### config.mk
export PLATFORM = sky130hd
export DESIGN_NAME = bounded_double_ended_queue_top
export DESIGN_NICKNAME = d
export VERILOG_FILES = /design/src/hdl/bdq_pkg.sv /design/src/hdl/bdq_ram.sv /design/src/hdl/bounded_double_ended_queue_top.sv
export SDC_FILE = /design/constraint.sdc
export NUM_CORES = 1
export LEC_CHECK = 0
export ABC_AREA = 1
export ABC_CLOCK_PERIOD_IN_PS = 3020
export BUFFER_PORTS_ARGS = -buffer_cell sky130_fd_sc_hd__buf_2
export CAP_MARGIN = 0
export CELL_PAD_IN_SITES_DETAIL_PLACEMENT = 2
export CELL_PAD_IN_SITES_GLOBAL_PLACEMENT = 2
export CORE_MARGIN = 4
export CORE_UTILIZATION = 36
export DETAILED_ROUTE_END_ITERATION = 7
export MAX_ROUTING_LAYER = met4
export PLACE_DENSITY_LB_ADDON = 0.1
export SYNTH_ARGS = -nofsm -noshare
export SYNTH_HDL_FRONTEND = slang
export SYNTH_SLANG_ARGS = --single-unit
### constraint.sdc
create_clock -name clk -period 3.02 [get_ports clk]
set_input_delay 0.302 -clock clk [delete_from_list [all_inputs] [get_ports clk]]
set_output_delay 0.302 -clock clk [all_outputs]
set_load 0.05 [all_outputs]
### src/hdl/bdq_pkg.sv
// shared types and codes for the bounded double-ended queue
`default_nettype none

package bdq_pkg;

  typedef enum logic [1:0] {
    OP_PUSH_FRONT = 2'd0,
    OP_PUSH_BACK  = 2'd1,
    OP_POP_FRONT  = 2'd2,
    OP_POP_BACK   = 2'd3
  } op_t;

  typedef enum logic [1:0] {
    STATUS_OK        = 2'd0,
    STATUS_OVERFLOW  = 2'd1,
    STATUS_UNDERFLOW = 2'd2
  } status_t;

  localparam int WordWidth = 32;

endpackage

`default_nettype wire

### src/hdl/bdq_ram.sv
// slot memory: one write port, one registered read port
`default_nettype none

module bdq_ram #(
  parameter int DEPTH = 8,
  parameter int AW    = 3
) (
  input  wire logic                                   clk,
  input  wire logic                                   wr_en,
  input  wire logic [AW-1:0]                          wr_addr,
  input  wire logic signed [bdq_pkg::WordWidth-1:0]   wr_data,
  input  wire logic                                   rd_en,
  input  wire logic [AW-1:0]                          rd_addr,
  output logic signed [bdq_pkg::WordWidth-1:0]        rd_data
);

  logic signed [bdq_pkg::WordWidth-1:0] mem [DEPTH];

  always_ff @(posedge clk) begin
    if (wr_en) begin
      mem[wr_addr] <= wr_data;
    end
    if (rd_en) begin
      rd_data <= mem[rd_addr];
    end
  end

endmodule

`default_nettype wire

### src/hdl/bounded_double_ended_queue_top.sv
// bounded double-ended queue: ring front index and count around a slot memory
// timing: a push or a failed pop is registered straight into the result register; a successful
// pop passes through the slot memory's registered read port first, then the result register
// throughput: one push per cycle unless the output stalls; requests wait while a pop reads
// reset: front index and count cleared; slot memory is not cleared
`default_nettype none

module bounded_double_ended_queue_top #(
  parameter int CAPACITY = 8
) (
  input  wire logic                                         clk,
  input  wire logic                                         rst,
  input  wire logic                                         in_valid,
  output logic                                              in_stall,
  input  wire logic [1:0]                                   op,
  input  wire logic signed [bdq_pkg::WordWidth-1:0]         push_value,
  output logic                                              out_valid,
  input  wire logic                                         out_stall,
  output logic [1:0]                                        status,
  output logic signed [bdq_pkg::WordWidth-1:0]              popped_value,
  output logic [$clog2(CAPACITY+1)-1:0]                     fill_count
);

  localparam int PW = $clog2(CAPACITY);
  localparam int CW = $clog2(CAPACITY + 1);
  localparam int SW = CW + 1;

  logic [PW-1:0] head;
  logic [PW-1:0] head_next;
  logic [CW-1:0] occ;
  logic [CW-1:0] occ_next;
  logic          pending;
  logic          accept;
  logic          full;
  logic          empty;
  logic [SW-1:0] sum_back;
  logic [SW-1:0] sum_last;
  logic [SW-1:0] wrap_back;
  logic [SW-1:0] wrap_last;
  logic [PW-1:0] head_dec;
  logic [PW-1:0] head_inc;
  logic          wr_en;
  logic [PW-1:0] wr_addr;
  logic          rd_en;
  logic [PW-1:0] rd_addr;
  logic signed [bdq_pkg::WordWidth-1:0] rd_data;
  bdq_pkg::status_t status_next;

  assign in_stall = pending | (out_valid & out_stall);
  assign accept   = in_valid & ~in_stall;
  assign full     = (occ == CW'(CAPACITY));
  assign empty    = (occ == '0);

  assign sum_back  = SW'(head) + SW'(occ);
  assign sum_last  = sum_back - SW'(1);
  assign wrap_back = (sum_back >= SW'(CAPACITY)) ? sum_back - SW'(CAPACITY) : sum_back;
  assign wrap_last = (sum_last >= SW'(CAPACITY)) ? sum_last - SW'(CAPACITY) : sum_last;
  assign head_dec  = (head == '0) ? PW'(CAPACITY - 1) : head - PW'(1);
  assign head_inc  = (head == PW'(CAPACITY - 1)) ? '0 : head + PW'(1);

  always_comb begin
    head_next   = head;
    occ_next    = occ;
    status_next = bdq_pkg::STATUS_OK;
    wr_en       = 1'b0;
    wr_addr     = head;
    rd_en       = 1'b0;
    rd_addr     = head;
    unique case (bdq_pkg::op_t'(op))
      bdq_pkg::OP_PUSH_FRONT: begin
        if (full) begin
          status_next = bdq_pkg::STATUS_OVERFLOW;
        end else begin
          head_next = head_dec;
          occ_next  = occ + CW'(1);
          wr_en     = accept;
          wr_addr   = head_dec;
        end
      end
      bdq_pkg::OP_PUSH_BACK: begin
        if (full) begin
          status_next = bdq_pkg::STATUS_OVERFLOW;
        end else begin
          occ_next = occ + CW'(1);
          wr_en    = accept;
          wr_addr  = wrap_back[PW-1:0];
        end
      end
      bdq_pkg::OP_POP_FRONT: begin
        if (empty) begin
          status_next = bdq_pkg::STATUS_UNDERFLOW;
        end else begin
          head_next = head_inc;
          occ_next  = occ - CW'(1);
          rd_en     = accept;
          rd_addr   = head;
        end
      end
      bdq_pkg::OP_POP_BACK: begin
        if (empty) begin
          status_next = bdq_pkg::STATUS_UNDERFLOW;
        end else begin
          occ_next = occ - CW'(1);
          rd_en    = accept;
          rd_addr  = wrap_last[PW-1:0];
        end
      end
      default: begin
        status_next = bdq_pkg::STATUS_OK;
      end
    endcase
  end

  bdq_ram #(
    .DEPTH (CAPACITY),
    .AW    (PW)
  ) u_ram (
    .clk     (clk),
    .wr_en   (wr_en),
    .wr_addr (wr_addr),
    .wr_data (push_value),
    .rd_en   (rd_en),
    .rd_addr (rd_addr),
    .rd_data (rd_data)
  );

  always_ff @(posedge clk) begin
    if (rst) begin
      head      <= '0;
      occ       <= '0;
      pending   <= 1'b0;
      out_valid <= 1'b0;
    end else begin
      if (pending) begin
        pending   <= 1'b0;
        out_valid <= 1'b1;
      end else if (accept && !rd_en) begin
        out_valid <= 1'b1;
      end else if (out_valid && !out_stall) begin
        out_valid <= 1'b0;
      end
      if (accept) begin
        head <= head_next;
        occ  <= occ_next;
        if (rd_en) begin
          pending <= 1'b1;
        end
      end
    end
  end

  // result payload
  always_ff @(posedge clk) begin
    if (pending) begin
      popped_value <= rd_data;
    end
    if (accept) begin
      status     <= status_next;
      fill_count <= occ_next;
      if (!rd_en) begin
        popped_value <= '0;
      end
    end
  end

endmodule

`default_nettype wire

==> results of run 1 <==
-- repair_timing --
| item | 4_1_cts | 5_1_grt |
|---|---|---|
| buffers inserted | 0 | 0 |
| endpoints found under the hold margin | 4 | 0 |
| hold buffers | 2 | 0 |
-- how the worst max path moves through the flow --
| stage | startpoint | endpoint | depth (start not counted) |
|---|---|---|---|
| 6_report | head[1] | u_ram.mem[0][30] | 12 |
| 5_1_grt | head[1] | u_ram.mem[0][24] | 12 |
| 4_1_cts | head[1] | u_ram.mem[0][22] | 12 |
| 3_5_place_dp | head[1] | u_ram.mem[0][18] | 12 |
| 3_3_place_gp | head[1] | u_ram.rd_data[15] | 9 |
| 2_1_floorplan | head[0] | u_ram.mem[0][0] | 12 |
-- worst max-delay path: stages (launching register included) --
cell     delay [ns]
dfxtp_1        0.45
inv_1          0.18
fa_1           0.47
inv_1          0.07
nand2_1        0.07
nand3_1        0.12
nand2_1        0.08
nand3_1        0.08
nand3_1        0.11
inv_1          0.09
nand2_1        0.13
nor2_4         0.13
buf_4          0.35
-- metal layers --
metal / vias up / part of all wire, % / global-route usage [%]
met5: - / 0 / -
met4: 0 / 2.0 / 5.06
met3: 58 / 3.5 / 3.44
li1: 4966 / - / -
met1: 5490 / 43 / 25.9
met2: 171 / 51 / 38.1
-- power by group through the flow --
stage	clock network (mW)	logic [mW]	registers, mW
final	4.73	1.95	5.34
after global routing	5.03	2.18	5.35
after global placement	0	1.92	5.43
after floorplan	0	1.08	5.57
after CTS	4.86	1.99	5.34
after detailed placement	0	1.97	5.44
-- kinds of logic after synthesis --
group | share of synthesized area [%]
xor gates and xnor gates | 0.120
DFF | 65.9
AOI/OAI and AO/OA | 2.39
and+or+nand+nor | 20.7
buffers and inverters | 10.0
adders and majority gates | 0.821
-- cell type report --
| cell class | instances | area (um^2) | share of cell area [%] |
|---|---|---|---|
| antenna | 1 | 2.50 | 0.0145 |
| timing repair buffer | 125 | 988 | 5.73 |
| inverter | 286 | 1070 | 6.22 |
| tap | 525 | 657 | 3.80 |
| clock buffer | 48 | 1090 | 6.33 |
| multi-input combinational | 772 | 3620 | 21.0 |
| sequential | 335 | 9650 | 55.9 |
| clock inverter | 26 | 181 | 1.05 |
-- cells in the final DEF (no fill, tap or decap), types with 11 or more instances in the layout --
master / n
a21oi_1: 42
buf_12: 19
buf_2: 77
buf_4: 27
clkbuf_16: 42
clkinv_1: 11
clkinv_2: 11
dfxtp_1: 40
edfxtp_1: 294
inv_1: 284
nand2_1: 364
nand3_1: 298
nor2_1: 15
o21ai_0: 14
-- flip-flops by register name, indices dropped and copies added (netlist names) --
| name | cells |
|---|---|
| u_ram.mem | 256 |
| popped_value | 32 |
| u_ram.rd_data | 32 |
| fill_count | 4 |
| occ | 4 |
| head | 3 |
| status | 2 |
| out_valid | 1 |
| pending | 1 |
==> out/metrics.csv, run 1 <==
metric,value,unit
Inserted Clock Buffers,40,
maximum clock insertion buffer count,3,
Design Power,12.0,mW
All-Layer GR Usage,21.5,%
unrepaired setup endpoints after global routing,false,
Clock power frac,39.3,%
placed cells,2041,
WHS,0.0294,ns
Main synth FF type,edfxtp_1,
Final Max Slew Viols,0,
vias per cell,5.04,
R2R Path End,u_ram.mem[0][30],
maxcap violations,0,
worst skew pair latency,0.56,ns
DR pass1 iterations,4,
Initial Utilization,36.7,%
Final GP Congestion,0.788,
Reg2Reg Depth,12,
share of the synthesized area in the top cell type,60.3,%
drt first-iter violations,445,
Core Rows,73,
Via Count,10685,
yosys warns,0,
Die H,210,um
Internal Power,8.57,mW
post-route antenna net violation count,0,
share of cells above drive strength 1,12.9,%
first-pass GRT wire length,71200,um
"Cell Area, Synth",14600,um^2
die area,43900,um^2
Net Sw Frac,28.7,%
H-tree depth,2,
Routed wire per std cell,21.5,um
CP required,3.24,ns
Mapped Cells,1466,
"EDFF count, synth",294,
Mapped Avg Cell Area,9.98,um^2
critical path class,flop to flop,
sequential fraction of the synthesis area,65.9,%
total wire length,45600,um
post-route setup TNS,0,ns
crit path DAT,2.92,ns
gr ovfl total,0,
number of global-route vias before repair,11888,
Non-Filler Instances,2118,
status,completed,
Finished Core Util,43.3,%
Final Critical Period,2.70,ns
"Async S/R FF share, synth",0,%
worst vdd ir,0.000383,V
CTS tree,yes,
total I/O pin count,78,
pre-CTS setup slack,0.328,ns
final hold vios,0,
WHS Path Cells,1,
hold path startpoint,push_value[11],
clk root buf,clkbuf_16,
clk sinks,335,
Worst R2R Setup Slack,0.32,ns
FMAX,371,MHz
Max Clock Skew,0.0196,ns
Power Density,696,nW/um^2
WHS Endpoint,u_ram.mem[7][11],
synth cell count leaders,"365 x nand2_1, 299 x nand3_1, 294 x edfxtp_1, 284 x inv_1, 43 x buf_2",
switching power,3.44,mW
DP Area,16000,um^2
Hold Crit Class,input pin to flop,
part of the power in registers,44.4,%
worst r2r src,head[1],
kind of end point of the critical path,flop,
leakage dissipation,7.55,nW
drt drc,0,
DIE WIDTH,210,um
Syn Nets,1513,
DP HPWL,27200,um
Synth Register Bits,335,
Final Worst Setup Slack,0.325,ns
initial antenna violation count,1,
Worst Max-Slew Pin Slew,0.706,ns
Final Cycle Share,89.2,%
"area leader, netlist",edfxtp_1,
largest net degree at the start of global routing,85,
clock-pin transition on the worst setup and hold timing paths,0.06,ns
headroom to the max-slew limit,52.6,%
# fillers,4214,
post_cts resized,0,
port bufs,77,
Final Cell Area,17300,um^2
P&R area growth vs syn,18.0,%
core box area,39900,um^2
"count leader, synth",nand2_1,
Setup crit start kind,flop,
Logic pwr share,16.2,%
synth unique cells,27,
crit-path max FO,15,
final setup fails,0,
final net count,1607,
largest cells by area after synthesis,"edfxtp_1 60%, nand3_1 10%, nand2_1 9.4%, inv_1 7.3%, dfxtp_1 5.6%",
Power figures use the tool's default switching activity.
==> run 2: changes to the inputs <==
--- a/config.mk
+++ b/config.mk
@@ -6,13 +6,13 @@
 export NUM_CORES = 1
 export LEC_CHECK = 0
 export ABC_AREA = 1
-export ABC_CLOCK_PERIOD_IN_PS = 3020
+export ABC_CLOCK_PERIOD_IN_PS = 2700
 export BUFFER_PORTS_ARGS = -buffer_cell sky130_fd_sc_hd__buf_2
 export CAP_MARGIN = 0
 export CELL_PAD_IN_SITES_DETAIL_PLACEMENT = 2
 export CELL_PAD_IN_SITES_GLOBAL_PLACEMENT = 2
 export CORE_MARGIN = 4
-export CORE_UTILIZATION = 36
+export CORE_UTILIZATION = 40
 export DETAILED_ROUTE_END_ITERATION = 7
 export MAX_ROUTING_LAYER = met4
 export PLACE_DENSITY_LB_ADDON = 0.1
==> constraint.sdc (replaced) <==
create_clock -name clk -period 2.7 [get_ports clk]
set_input_delay 0.27 -clock clk [delete_from_list [all_inputs] [get_ports clk]]
set_output_delay 0.27 -clock clk [all_outputs]
set_load 0.05 [all_outputs]
==> run 2 against run 1 <==
Power up 9.9%. Register-to-register slack got worse by 0.20 ns. Clock power rose by 4%. Core utilization is 5.0 points higher. First-iteration DRC count increased by 24%. Cell area up 0.20%. Flip-flop and latch count is the same. Critical path type unchanged. Critical endpoint is now u_ram.rd_data[7].
==> out/metrics.csv, run 2 (synthesis gave the netlist of run 1 again) <==
metric,value,unit,change
Worst Max-Slew Pin Slew,1.08,ns,+0.377 ns
Hold Crit Class,input pin to flop,,
worst vdd ir,0.000533,V,+39%
status,completed,,
Critical Path Max Stage Delay,0.65,ns,+0.18 ns
final net count,1619,,+0.75%
final hold vios,0,,unchanged
H-tree depth,2,,unchanged
kind of end point of the critical path,flop,,
Crit. Startpoint,head[1],,
Final Max Slew Viols,0,,unchanged
Worst path top cell family by delay,adder cells,,
"most used cell, CP",nand2_1,,
Final GP Congestion,0.789,,about the same
DP Area,15900,um^2,-0.16%
Design Power,13.2,mW,+9.9%
maxcap violations,0,,unchanged
CP max-delay cell,fa_2,,
Inserted Clock Buffers,38,,-5.0%
worst skew pair latency,0.56,ns,about the same
pre-CTS setup slack,-0.0471,ns,-0.375 ns
Routed wire per std cell,23.0,um,+6.8%
clock-pin transition on the worst setup and hold timing paths,0.06,ns,about the same
Core Rows,69,,-5.5%
Initial Utilization,40.8,%,+4.2 points
hold path startpoint,push_value[14],,
Final Cell Area,17300,um^2,+0.20%
clk sinks,335,,unchanged
Setup crit start kind,flop,,
first-pass GRT wire length,72400,um,+1.7%
Via Count,10820,,+1.3%
number of flip-flops in the largest register,256,,unchanged
post-route antenna net violation count,0,,unchanged
total wire length,47400,um,+4.0%
Die H,199,um,-4.9%
critical path class,flop to flop,,
total I/O pin count,78,,unchanged
CP Buf/Inv Count,4,,unchanged
unrepaired setup endpoints after global routing,false,,
number of global-route vias before repair,12057,,+1.4%
Final Worst Setup Slack,0.123,ns,-0.202 ns
Final Cycle Share,95.4,%,+6.2 points
drt drc,0,,unchanged
CP required,3.00,ns,-0.24 ns
FMAX,388,MHz,+4.6%
vias per cell,5.24,,+4.0%
Power Density,764,nW/um^2,+9.7%
clk root buf,clkbuf_16,,
Max Clock Skew,0.0179,ns,-0.00169 ns
DIE WIDTH,199,um,-4.9%
gr ovfl total,0,,unchanged
share of cells above drive strength 1,13.3,%,+0.36 points
port bufs,77,,unchanged
worst r2r src,head[1],,
All-Layer GR Usage,24.9,%,+3.4 points
core box area,35800,um^2,-10%
headroom to the max-slew limit,27.6,%,-25 points
final setup fails,0,,unchanged
initial antenna violation count,1,,unchanged
crit path DAT,2.87,ns,-0.05 ns
die area,39700,um^2,-9.6%
Regs by FF count,"u_ram.mem (256), popped_value (32), u_ram.rd_data (32)",,
Final Critical Period,2.58,ns,-0.118 ns
DP HPWL,28900,um,+6.2%
critical path cell sequence,inv_1 -> fa_2 -> ha_4 -> inv_1 -> o21ai_4 -> buf_12 -> bufbuf_16 -> nand3_1 -> nand2_1 -> nand2_1 -> nand2_1,,
Non-Filler Instances,2063,,-2.6%
# fillers,3769,,-11%
maximum clock insertion buffer count,3,,unchanged
CTS tree,yes,,
Finished Core Util,48.3,%,+5.0 points
largest net degree at the start of global routing,60,,-29%
P&R area growth vs syn,18.2,%,
crit-path max FO,16,,+1
placed cells,1981,,-2.9%
"Most flops, register",u_ram.mem,,
DR pass1 iterations,5,,+1
"commonest non-fill, non-tap cell in the layout",nand2_1,,
most frequent cells in the layout,"363 x nand2_1, 297 x nand3_1, 294 x edfxtp_1, 284 x inv_1, 77 x buf_2",,
drt first-iter violations,553,,+24%
leakage dissipation,7.59,nW,+0.42%
[run 2: cell count changes in the layout (fill, tap and decap cells not counted), moves of 3 or more]
cell,delta
clkbuf_8,+4
clkbuf_16,-3
clkinv_2,-3
clkbuf_1,+5
clkinv_1,-6
dlygate4sd3_1,+8
buf_12,+3
[run 2: timing repair]
action / 4_1_cts / 5_1_grt
cloned: 1 / 0
setup buffers: 1 / 0
resized for setup: 3 / 6
hold endpoints to repair: 63 / 0
pin swaps: 1 / 0
hold buffers: 10 / 0
setup endpoints to repair: 47 / 288
[run 2: power by group]
group	switching [mW]	leakage, nW	internal [mW]
logic	1.64	4.01	0.678
registers	0.0812	3.00	5.89
clock network	2.11	0.578	2.82
[run 2: final cells by class]
cell class              instances  area, um^2  share of cell area [%]
flip-flops and latches        335        9650                    55.8
clock inverters                15        75.1                   0.434
well taps                     461         577                    3.33
diodes                          1        2.50                  0.0145
clock buffers                  54        1090                    6.31
multi-input cells             772        3650                    21.1
inverters                     286        1070                    6.21
repair buffers                139        1180                    6.82
[run 2: layer usage]
metal | up-vias | routed length [um] | track usage [%]
met2 | 181 | 24500 | 43.5
met5 | - | 0 | -
met3 | 85 | 1320 | 2.51
met1 | 5578 | 20500 | 31.1
met4 | 0 | 1140 | 6.84
li1 | 4976 | - | -
[run 2: worst reg2reg max path, cell delays in order (launching register included)]
cell       delay [ns]
dfxtp_2          0.40
inv_1            0.14
fa_2             0.65
ha_4             0.23
inv_1            0.10
o21ai_4          0.06
buf_12           0.14
bufbuf_16        0.30
nand3_1          0.11
nand2_1          0.05
nand2_1          0.07
nand2_1          0.07
[run 2: metrics by stage]
stage	setup TNS, ns	hold WS (ns)
after global placement	0	0.446
final	0	0.0214
after CTS	0	0.000601
after detailed placement	-0.152	0.455
after floorplan	-16.68	0.342
after global routing	0	0.0243
[run 2: path summary, 6_finish.rpt]
kind / end / slack [ns] / cells past startpoint
max reg2reg: u_ram.rd_data[7] / 0.12 / 11
max: u_ram.rd_data[7] / 0.12 / 11
min: u_ram.mem[1][14] / 0.02 / 1
min reg2reg: popped_value[24] / 0.47 / 2
